--- src/design/ukph_pkg.sv ---
// Shared types and constants for the serial keyboard probe sequencer.
// Used by the front, queue, back and top-level modules; no dependencies.
package ukph_pkg;

  // Link phase codes
  localparam logic [2:0] PH_INIT      = 3'd0;
  localparam logic [2:0] PH_RTS_LOW   = 3'd1;
  localparam logic [2:0] PH_RTS_HIGH  = 3'd2;
  localparam logic [2:0] PH_ACK0      = 3'd3;
  localparam logic [2:0] PH_ACK1      = 3'd4;
  localparam logic [2:0] PH_CONNECTED = 3'd5;
  localparam logic [2:0] PH_GAVE_UP   = 3'd6;

  // Acknowledge bytes from the keyboard
  localparam logic [7:0] ACK_FIRST  = 8'hFA;
  localparam logic [7:0] ACK_SECOND = 8'hFD;

  // UART register indexes
  localparam logic [2:0] IDX_IER = 3'd1;
  localparam logic [2:0] IDX_LCR = 3'd3;
  localparam logic [2:0] IDX_MCR = 3'd4;

  // UART register bit values
  localparam logic [7:0] LCR_DLAB = 8'h80;
  localparam logic [7:0] LCR_8N1  = 8'h03;
  localparam logic [7:0] IER_MSI  = 8'h08;
  localparam logic [7:0] MCR_DTR  = 8'h01;
  localparam logic [7:0] MCR_RTS  = 8'h02;

  localparam logic [15:0] TIMEOUT_RESET = 16'd100;
  localparam logic [15:0] WAIT_MAX      = 16'hFFFF;

  // Number of register writes issued for the port reset
  localparam int unsigned InitWrites = 4;

  // Work classified by the front end for one item
  typedef enum logic [2:0] {
    CMD_INIT,
    CMD_RTS_LOW,
    CMD_RTS_HIGH,
    CMD_STATUS,
    CMD_KEY
  } cmd_kind_e;

  typedef struct packed {
    cmd_kind_e  kind;
    logic [7:0] key_code;
    logic [2:0] phase;
  } cmd_t;

endpackage

--- src/design/uart_keyboard_probe_handshake.sv ---
// A tick's results pass through the command queue and then the output register on their way out.
// Throughput: one tick per cycle while the queue has room; the port-reset tick becomes four
// register writes in the back end.
// The command queue lets ticks keep arriving while the back end expands writes or stalls.
// Reset: phase init, tick counter zero, timeout register 100, queue and output empty.
// Top level: ties front end, command queue and back end; uses ukph_pkg.
module uart_keyboard_probe_handshake import ukph_pkg::*; #(
  parameter int unsigned QueueDepth = 4
) (
  input  logic        clk_i,
  input  logic        rst_ni,
  input  logic        cfg_we_i,
  input  logic [15:0] cfg_wdata_i,
  input  logic        in_valid_i,
  output logic        in_stall_o,
  input  logic        rx_valid_i,
  input  logic [7:0]  rx_byte_i,
  output logic        out_valid_o,
  input  logic        out_stall_i,
  output logic        reg_write_o,
  output logic [2:0]  reg_index_o,
  output logic [7:0]  reg_data_o,
  output logic        key_valid_o,
  output logic [7:0]  key_code_o,
  output logic [2:0]  link_phase_o,
  output logic        polling_stopped_o,
  output logic        last_o
);

  logic push, full, pop, head_valid;
  cmd_t push_cmd, head;

  ukph_front u_front (
    .clk_i        (clk_i),
    .rst_ni       (rst_ni),
    .cfg_we_i     (cfg_we_i),
    .cfg_wdata_i  (cfg_wdata_i),
    .in_valid_i   (in_valid_i),
    .in_stall_o   (in_stall_o),
    .rx_valid_i   (rx_valid_i),
    .rx_byte_i    (rx_byte_i),
    .queue_full_i (full),
    .push_o       (push),
    .push_cmd_o   (push_cmd)
  );

  ukph_queue #(
    .Depth (QueueDepth)
  ) u_queue (
    .clk_i        (clk_i),
    .rst_ni       (rst_ni),
    .push_i       (push),
    .push_cmd_i   (push_cmd),
    .full_o       (full),
    .pop_i        (pop),
    .head_valid_o (head_valid),
    .head_o       (head)
  );

  ukph_back u_back (
    .clk_i             (clk_i),
    .rst_ni            (rst_ni),
    .head_valid_i      (head_valid),
    .head_i            (head),
    .pop_o             (pop),
    .out_valid_o       (out_valid_o),
    .out_stall_i       (out_stall_i),
    .reg_write_o       (reg_write_o),
    .reg_index_o       (reg_index_o),
    .reg_data_o        (reg_data_o),
    .key_valid_o       (key_valid_o),
    .key_code_o        (key_code_o),
    .link_phase_o      (link_phase_o),
    .polling_stopped_o (polling_stopped_o),
    .last_o            (last_o)
  );

endmodule

--- src/design/ukph_front.sv ---
// Front end: accepts poll ticks, runs the link phase machine and timeout
// counter, and pushes one classified command per item. Uses ukph_pkg.
module ukph_front import ukph_pkg::*; (
  input  logic        clk_i,
  input  logic        rst_ni,
  input  logic        cfg_we_i,
  input  logic [15:0] cfg_wdata_i,
  input  logic        in_valid_i,
  output logic        in_stall_o,
  input  logic        rx_valid_i,
  input  logic [7:0]  rx_byte_i,
  input  logic        queue_full_i,
  output logic        push_o,
  output cmd_t        push_cmd_o
);

  logic [15:0] timeout_q;
  logic [2:0]  phase_q, phase_d;
  logic [15:0] wait_q, wait_d;
  logic [15:0] wait_inc;
  logic        timed_out;
  cmd_kind_e   kind;
  logic        accept;

  // Take an item whenever the queue has room
  assign in_stall_o = queue_full_i;
  assign accept     = in_valid_i && !queue_full_i;

  // Saturating tick count and timeout compare
  assign wait_inc  = (wait_q == WAIT_MAX) ? wait_q : wait_q + 16'd1;
  assign timed_out = (wait_inc >= timeout_q);

  // Advance the link phase for one tick
  always_comb begin
    phase_d = phase_q;
    wait_d  = wait_q;
    kind    = CMD_STATUS;
    unique case (phase_q)
      PH_INIT: begin
        kind    = CMD_INIT;
        phase_d = PH_RTS_LOW;
        wait_d  = '0;
      end
      PH_RTS_LOW: begin
        kind    = CMD_RTS_LOW;
        phase_d = PH_RTS_HIGH;
      end
      PH_RTS_HIGH: begin
        kind    = CMD_RTS_HIGH;
        phase_d = PH_ACK0;
      end
      PH_ACK0: begin
        if (rx_valid_i) begin
          phase_d = (rx_byte_i == ACK_FIRST) ? PH_ACK1 : PH_RTS_LOW;
        end else begin
          wait_d  = wait_inc;
          phase_d = timed_out ? PH_GAVE_UP : PH_RTS_LOW;
        end
      end
      PH_ACK1: begin
        if (rx_valid_i) begin
          if (rx_byte_i == ACK_SECOND) begin
            phase_d = PH_CONNECTED;
            wait_d  = '0;
          end else begin
            phase_d = PH_RTS_LOW;
          end
        end else begin
          wait_d = wait_inc;
          if (timed_out) begin
            phase_d = PH_RTS_LOW;
            wait_d  = '0;
          end
        end
      end
      PH_CONNECTED: begin
        if (rx_valid_i) begin
          kind = CMD_KEY;
        end
      end
      default: begin
        phase_d = PH_GAVE_UP;
      end
    endcase
  end

  assign push_o              = accept;
  assign push_cmd_o.kind     = kind;
  assign push_cmd_o.key_code = rx_byte_i;
  assign push_cmd_o.phase    = phase_d;

  // Hold timeout register and link state
  always_ff @(posedge clk_i or negedge rst_ni) begin
    if (!rst_ni) begin
      timeout_q <= TIMEOUT_RESET;
      phase_q   <= PH_INIT;
      wait_q    <= '0;
    end else begin
      if (cfg_we_i) begin
        timeout_q <= cfg_wdata_i;
      end
      if (accept) begin
        phase_q <= phase_d;
        wait_q  <= wait_d;
      end
    end
  end

  // The tick counter is cleared whenever the link comes up
  assert property (@(posedge clk_i) disable iff (!rst_ni)
    (accept && phase_q == PH_ACK1 && rx_valid_i && rx_byte_i == ACK_SECOND)
      |=> (wait_q == 16'd0 && phase_q == PH_CONNECTED))
    else $error("tick counter not cleared on connect");

endmodule

--- src/design/ukph_queue.sv ---
// Small command queue between front and back ends.
// Uses cmd_t from ukph_pkg.
module ukph_queue import ukph_pkg::*; #(
  parameter int unsigned Depth = 4
) (
  input  logic clk_i,
  input  logic rst_ni,
  input  logic push_i,
  input  cmd_t push_cmd_i,
  output logic full_o,
  input  logic pop_i,
  output logic head_valid_o,
  output cmd_t head_o
);

  localparam int unsigned PtrW = (Depth > 1) ? $clog2(Depth) : 1;
  localparam int unsigned CntW = $clog2(Depth + 1);

  cmd_t            mem_q [Depth];
  logic [PtrW-1:0] wr_ptr_q, rd_ptr_q;
  logic [CntW-1:0] count_q;

  assign full_o       = (count_q == CntW'(Depth));
  assign head_valid_o = (count_q != '0);
  assign head_o       = mem_q[rd_ptr_q];

  // Store pushed commands
  always_ff @(posedge clk_i) begin
    if (push_i) begin
      mem_q[wr_ptr_q] <= push_cmd_i;
    end
  end

  // Advance pointers and occupancy
  always_ff @(posedge clk_i or negedge rst_ni) begin
    if (!rst_ni) begin
      wr_ptr_q <= '0;
      rd_ptr_q <= '0;
      count_q  <= '0;
    end else begin
      if (push_i) begin
        wr_ptr_q <= (wr_ptr_q == PtrW'(Depth - 1)) ? '0 : wr_ptr_q + PtrW'(1);
      end
      if (pop_i) begin
        rd_ptr_q <= (rd_ptr_q == PtrW'(Depth - 1)) ? '0 : rd_ptr_q + PtrW'(1);
      end
      if (push_i && !pop_i) begin
        count_q <= count_q + CntW'(1);
      end else if (pop_i && !push_i) begin
        count_q <= count_q - CntW'(1);
      end
    end
  end

  assert property (@(posedge clk_i) disable iff (!rst_ni) !(push_i && full_o))
    else $error("push into full queue");

  assert property (@(posedge clk_i) disable iff (!rst_ni) !(pop_i && !head_valid_o))
    else $error("pop from empty queue");

endmodule

--- src/design/ukph_back.sv ---
// Back end: expands queued commands into result items and holds them in an
// output register. Uses ukph_pkg.
module ukph_back import ukph_pkg::*; (
  input  logic       clk_i,
  input  logic       rst_ni,
  input  logic       head_valid_i,
  input  cmd_t       head_i,
  output logic       pop_o,
  output logic       out_valid_o,
  input  logic       out_stall_i,
  output logic       reg_write_o,
  output logic [2:0] reg_index_o,
  output logic [7:0] reg_data_o,
  output logic       key_valid_o,
  output logic [7:0] key_code_o,
  output logic [2:0] link_phase_o,
  output logic       polling_stopped_o,
  output logic       last_o
);

  localparam int unsigned BeatW = $clog2(InitWrites);

  logic [BeatW-1:0] beat_q;
  logic             out_valid_q;
  logic             load, emit, beat_last;
  logic             wr_d, kv_d, last_d;
  logic [2:0]       idx_d;
  logic [7:0]       data_d, code_d;

  // Load a new item when the output register is free or being taken
  assign load      = !out_valid_q || !out_stall_i;
  assign emit      = load && head_valid_i;
  assign beat_last = (beat_q == BeatW'(InitWrites - 1));
  assign pop_o     = emit && ((head_i.kind != CMD_INIT) || beat_last);

  // Decode the result fields for the current beat
  always_comb begin
    wr_d   = 1'b0;
    idx_d  = '0;
    data_d = '0;
    kv_d   = 1'b0;
    code_d = '0;
    last_d = 1'b1;
    unique case (head_i.kind)
      CMD_INIT: begin
        wr_d   = 1'b1;
        last_d = beat_last;
        unique case (beat_q)
          2'd0: begin
            idx_d  = IDX_LCR;
            data_d = LCR_8N1 | LCR_DLAB;
          end
          2'd1: begin
            idx_d  = IDX_LCR;
            data_d = LCR_8N1;
          end
          2'd2: begin
            idx_d  = IDX_IER;
            data_d = IER_MSI;
          end
          default: begin
            idx_d  = IDX_MCR;
            data_d = MCR_DTR;
          end
        endcase
      end
      CMD_RTS_LOW: begin
        wr_d   = 1'b1;
        idx_d  = IDX_MCR;
        data_d = MCR_DTR;
      end
      CMD_RTS_HIGH: begin
        wr_d   = 1'b1;
        idx_d  = IDX_MCR;
        data_d = MCR_DTR | MCR_RTS;
      end
      CMD_KEY: begin
        kv_d   = 1'b1;
        code_d = head_i.key_code;
      end
      default: begin
      end
    endcase
  end

  // Advance the beat counter and output valid
  always_ff @(posedge clk_i or negedge rst_ni) begin
    if (!rst_ni) begin
      out_valid_q <= 1'b0;
      beat_q      <= '0;
    end else begin
      if (load) begin
        out_valid_q <= head_valid_i;
      end
      if (emit) begin
        beat_q <= pop_o ? '0 : beat_q + BeatW'(1);
      end
    end
  end

  // Capture the result payload
  always_ff @(posedge clk_i) begin
    if (emit) begin
      reg_write_o       <= wr_d;
      reg_index_o       <= idx_d;
      reg_data_o        <= data_d;
      key_valid_o       <= kv_d;
      key_code_o        <= code_d;
      link_phase_o      <= head_i.phase;
      polling_stopped_o <= (head_i.phase == PH_GAVE_UP);
      last_o            <= last_d;
    end
  end

  assign out_valid_o = out_valid_q;

  // A beat in progress belongs to a port reset at the queue head
  assert property (@(posedge clk_i) disable iff (!rst_ni)
    (beat_q != '0) |-> (head_valid_i && head_i.kind == CMD_INIT))
    else $error("beat counter running without init command");

  assert property (@(posedge clk_i) disable iff (!rst_ni)
    out_valid_q |-> !(reg_write_o && key_valid_o))
    else $error("register write and key delivery in one item");

endmodule

--- config.mk ---
export PLATFORM = sky130hd
export DESIGN_NAME = uart_keyboard_probe_handshake
export DESIGN_NICKNAME = d
export VERILOG_FILES = /design/src/design/ukph_pkg.sv /design/src/design/uart_keyboard_probe_handshake.sv /design/src/design/ukph_front.sv /design/src/design/ukph_queue.sv /design/src/design/ukph_back.sv
export SDC_FILE = /design/constraint.sdc
export NUM_CORES = 1
export LEC_CHECK = 0
export BUFFER_PORTS_ARGS = -buffer_cell sky130_fd_sc_hd__buf_2
export CAP_MARGIN = 20
export CORE_MARGIN = 2
export CORE_UTILIZATION = 45
export DETAILED_ROUTE_END_ITERATION = 6
export GPL_TIMING_DRIVEN = 0
export SKIP_LAST_GASP = 1
export SLEW_MARGIN = 10
export SYNTH_ARGS = -nofsm -noshare
export SYNTH_HDL_FRONTEND = slang
export SYNTH_HIERARCHICAL = 1
export SYNTH_SLANG_ARGS = --single-unit
--- constraint.sdc ---
create_clock -name clk_i -period 3.6 [get_ports clk_i]
set_input_delay 0.18 -clock clk_i [delete_from_list [all_inputs] [get_ports clk_i]]
set_output_delay 0.18 -clock clk_i [all_outputs]
set_load 0.02 [all_outputs]
* After elaboration in Yosys (flattened, before gate mapping) *
Memories as Yosys holds them, arrays and structs flattened.
Index checks and enable logic that the tools add are counted.

operators by class
  add/subtract/negate cells = 6
  multipliers = 0
  divide/modulo/power cells = 0
  $lt $le $gt $ge = 1
  equal/unequal tests = 20
  shifts and indexed selects = 0
  multiplexer cells = 28
  bitwise logic cells = 0
  reductions and logical operators = 23

operator list
  cell                     count
  $mux W16                 5
  $pmux W16 S3             1
  $pmux W8 S3              2
  $mux W3                  9
  $pmux W3 S6              1
  $add A16 B1 Y16 const B  1
  $eq A16 B16 Y1 const B   1
  $eq A8 B8 Y1 const B     2
  $ge A16 B16 Y1           1
  $eq A3 B3 Y1 const B     5
  $pmux W3 S2              2
  $pmux W3 S4              1
  $eq A3 B2 Y1 const B     3
  $reduce_bool A3 Y1       3
  $eq A2 B2 Y1 const B     4
  $add A2 B1 Y2 const B    3
  $eq A3 B1 Y1 const B     2
  $logic_not A3 Y1         2
  $mux W2                  3
  $logic_and A1 B1 Y1      5
  $logic_not A1 Y1         5
  $mux W1                  4
  $reduce_and A4 Y1        1
  $reduce_or A2 Y1         2
  9 further kinds          10

word-level totals
  register bits after elaboration = 71
  bits in latches = 0
  memory bits (writable) = 56
  ROM bits = 0
  bits of input ports = 30
  logic and storage cells = 95
  memories = 1

memory list
  name           depth  width  rd ports  clocked after Yosys merged registers in  write ports  RTL line          text
  u_queue.mem_q  4      14     1         0                                        1            ukph_queue.sv:19  cmd_t mem_q [Depth];

* Logic depth before layout (Yosys ltp) *
  word-level depth = 7
  depth in mapped cells = 15
  gate-level depth less buffers = 13

* Modules after synthesis *
The synthesis kept the hierarchy.

by module, submodules not included
  module      instances  cells each  area an instance (µm²)  seq. area each (µm²)
  ukph_front  1          289         2,536.2                 879.6
  ukph_queue  1          110         2,469.9                 1,856.8
  ukph_back   1          71          1,066.0                 735.7

* Worst setup path after synthesis *
Ideal clock, no wire load.

  path type = reg2reg
  start = register u_front.wait_q[3]
  end = memory u_queue/mem_q[0][2] in the netlist's numbering, data pin
  setup time = 190 ps
  data arrival time = 3,119 ps
  data required time = 3,410 ps
  setup slack = 291 ps
  cell stages (with the launch flop) = 14
  path buffers = 1
  cell sequence = dfrtp_1 buf_2 nand4_1 nor2_1 a21boi_1 nand3_1 xnor2_1 ha_1 a21oi_1 nor3_1 or4_4 o31ai_4 mux2_2 o211ai_1

RTL lines
  element                   RTL line           text
  start: declaration        ukph_front.sv:19   logic [15:0] wait_q, wait_d;
  start signal: assignment  ukph_front.sv:104  wait_q <= wait_d;
  end: declaration          ukph_queue.sv:19

==> reports/qor.yml <==
drv_slew: 0
layout-drive-gt1-share_pct: 27.9
min_path_cells: 3
max_cap_viol_count: 0
reg2reg_depth: 13
ys_seq_area_share_pct: 57.2
cts_tree: "yes"
status: "finished, final reports clean"
ys_seq_elements: 123
grt_pass1_vias: 4025
critPathKind: "register to register"
grt_start_max_net_pins: 46
synth_top_area_share_pct: 38.6
diodes: 0
slew_headroom_pct: 44.5
synth-main-ff-cell: "edfxtp_1"
portBuffers: 53
irDropWorstVdd_mv: 0.394
grt_remaining_overflow: 0
vias: 3871
fin_crit_sh_pct: 95.4
syn_inst: 470
leakagePower_uw: 0.00313
initial_utilization_pct: 46.0
clk_pin_slew_ns: 0.05
layout_min_cycle_time_ns: 3.43
worstHoldEndpoint: "u_front/timeout_q[3]$_DFFE_PN0P_"
final_nets: 635
total_power_uw: 5490
clock_sink_count: 123
r2r-start: "u_front/wait_q[3]$_DFFE_PN0P_"
routedWlPerCell_um: 16.0
hold_class: "input port to register"
hpwl_um: 8190
setup_tns_ns: 0
clk_latency_ns: 0.42
grt_usage_pct: 18.4
ys_top_cells_by_area: "edfxtp_1 (39%), dfrtp_1 (17%), ha_1 (6.2%)"
core.rowCount: 42
async_reset_ff_share_pct: 36.6
fin_skew_ns: 0.00903
antenna_found_initial: 0
drtIter0Drc: 290
synth_edf_count: 78
yosysWarnings: 6
power.density_nw_per_um2: 729
drcViolationCount: 0
antenna_left: 0
routabilityCongestion: 0.800
worst_pin_slew_ns: 0.833
ios: 58
synth_top_area_cell: "edfxtp_1"
cts_made_buffers: 17
setup_viol: 0
dpl-instance-area_um2: 6590
rsz0062_at_grt: "false"
fmax_ghz: 0.291
vias_per_cell: 5.07
cp_max_fo: 6
hold_violations: 0
cts_root_buf: "clkbuf_16"
syn_to_final_growth_pct: 23.9
clockBufferDepth: 2
totalWireLength_um: 12200
dr.pass1.iters: 4
htreeDepth: 4
synth.distinct_cells: 62
start_kind: "register"
holdWs_ns: 0.0250
synth_area_um2: 6070
cp.required_ns: 3.80
cp-end-kind: "register"
hold_start: "cfg_wdata_i[3]"
core_um2: 13200
grt_pass1_wl_um: 19900
reg2reg_slack_ns: 0.17
stdcell_area_um2: 7520
syn_area_per_cell_um2: 12.9
arrival_ns: 3.64
dpl_worst_slack_ns: -0.199
die-area_um2: 14400
reg2reg_to: "u_queue/mem_q[1][2]$_DFFE_PP_"
setup_slack_ns: 0.165
die_h_um: 120
die_x_um: 120
## logic make-up (layout without fill, tap and decap cells)
kind of cell             after synthesis  count (layout)  synth area share (%)
AND/OR/NAND/NOR                      145             145                  13.0
buffers and inverters                 57             171                  5.07
multiplexers                          26              26                  7.71
adder cells (fa/ha/maj)               31              31                  6.51
other                                  1               4                0.0618
XOR/XNOR                              22              22                  3.17
AO/OA/AOI/OAI                         65              65                  7.29
flip-flops                           123             123                  57.2
## critical path, stage by stage (launching register included)
cell	delay [ns]
dfrtp_1	0.33
buf_6	0.11
nand4_1	0.23
nor2_4	0.22
a21boi_4	0.28
nand3_2	0.10
xnor2_1	0.13
ha_1	0.31
a21oi_1	0.14
nor3_1	0.06
or4_4	0.59
o31ai_4	0.24
mux2_4	0.32
o211ai_1	0.16
## through the flow
stage / util [%] / cells
after floorplan: - / 473
after global routing: 57.0 / 763
final: 57.0 / 763
after CTS: 56.0 / 754
after global placement: 49.8 / 702
after detailed placement: 49.9 / 703
## cells in the mapped netlist, types with 9 or more instances
cell and n:
nand3_1 15, o21ai_0 24, ha_1 30, a21oi_1 15, xor2_1 14, edfxtp_1 78
and2_1 9, buf_4 14, and3_1 9, inv_1 26, nand2_1 40, dfrtp_1 42
nor2_1 29
## final cells by class
| type | count | area (µm²) |
|---|---|---|
| fill | 1087 | 5670 |
| sequential | 123 | 3470 |
| multi-input combinational | 293 | 2380 |
| timing repair buffer | 82 | 546 |
| clock buffer | 20 | 437 |
| tap | 176 | 220 |
| buffer | 31 | 219 |
| clock inverter | 12 | 148 |
| inverter | 26 | 97.6 |
## cell usage in the layout (no fill, tap or decap), types with 4 or more instances in the layout
cell,netlist,routed
edfxtp_1,78,78
buf_2,8,59
nand2_1,40,40
dfrtp_1,42,40
ha_1,30,29
inv_1,26,26
nor2_1,29,24
o21ai_0,24,24
buf_4,14,24
clkbuf_16,0,17
dlygate4sd3_1,0,17
a21oi_1,15,14
nand3_1,15,14
xor2_1,14,14
clkbuf_1,6,9
and2_1,9,9
and3_1,9,9
nor3_1,8,8
xnor2_1,8,8
mux4_2,8,8
mux2_2,8,7
nand4_1,6,6
mux4_1,6,6
a31oi_1,6,5
nand2b_1,5,5
conb_1,1,4
nor2_2,2,4
mux2i_1,4,4
## routing by layer
metal	global-route usage, %	part of all wire (%)
met1	24.5	48
met5	0	0
met2	28.6	47
met4	7.28	1.3
met3	5.04	3.5
## state kept, by name (all words and copies together) (netlist names), 2 cells and up
signal and count:
u_back/reg_data_o 4, u_queue/count_q 3, u_queue/wr_ptr_q 2, u_back/beat_q 2
u_front/wait_q 16, u_back/link_phase_o 3, u_back/key_code_o 8, u_front/phase_q 3
u_queue/mem_q 56, u_front/timeout_q 16, u_queue/rd_ptr_q 2, u_back/reg_index_o 3
## worst max-delay path by stage
stage / endpoint / cells after the start / from / slack, ns
6_report: u_queue/mem_q[1][2]$_DFFE_PP_ / 13 / u_front/wait_q[3]$_DFFE_PN0P_ / 0.17
5_1_grt: u_queue/mem_q[2][2]$_DFFE_PP_ / 12 / u_front/wait_q[8]$_DFFE_PN0P_ / 0.004
4_1_cts: u_queue/mem_q[2][2]$_DFFE_PP_ / 13 / u_front/wait_q[3]$_DFFE_PN0P_ / 0.006
3_5_place_dp: u_queue/mem_q[3][2]$_DFFE_PP_ / 13 / u_front/wait_q[3]$_DFFE_PN0P_ / -0.20
3_3_place_gp: u_queue/count_q[1]$_DFFE_PN0P_ / 8 / u_queue/count_q[0]$_DFFE_PN0P_ / -0.18
2_1_floorplan: u_queue/mem_q[0][2]$_DFFE_PP_ / 13 / u_front/wait_q[3]$_DFFE_PN0P_ / 0.29
## where the power goes
group | total [µW] | internal, µW | leakage, µW | switching [µW]
clock | 1680 | 1080 | 0.000275 | 595
combinational | 1710 | 706 | 0.00156 | 1000
sequential | 2100 | 1970 | 0.00129 | 136
total | 5490 | 3750 | 0.00313 | 1730
## timing repair
action                                 CTS  global route
setup endpoints to repair               21            26
setup buffers                            2             8
endpoints found under the hold margin   58             0
resized for setup                        9            14
hold buffers                            17             0
pin swaps                                3            12
Power figures use the tool's default switching activity.
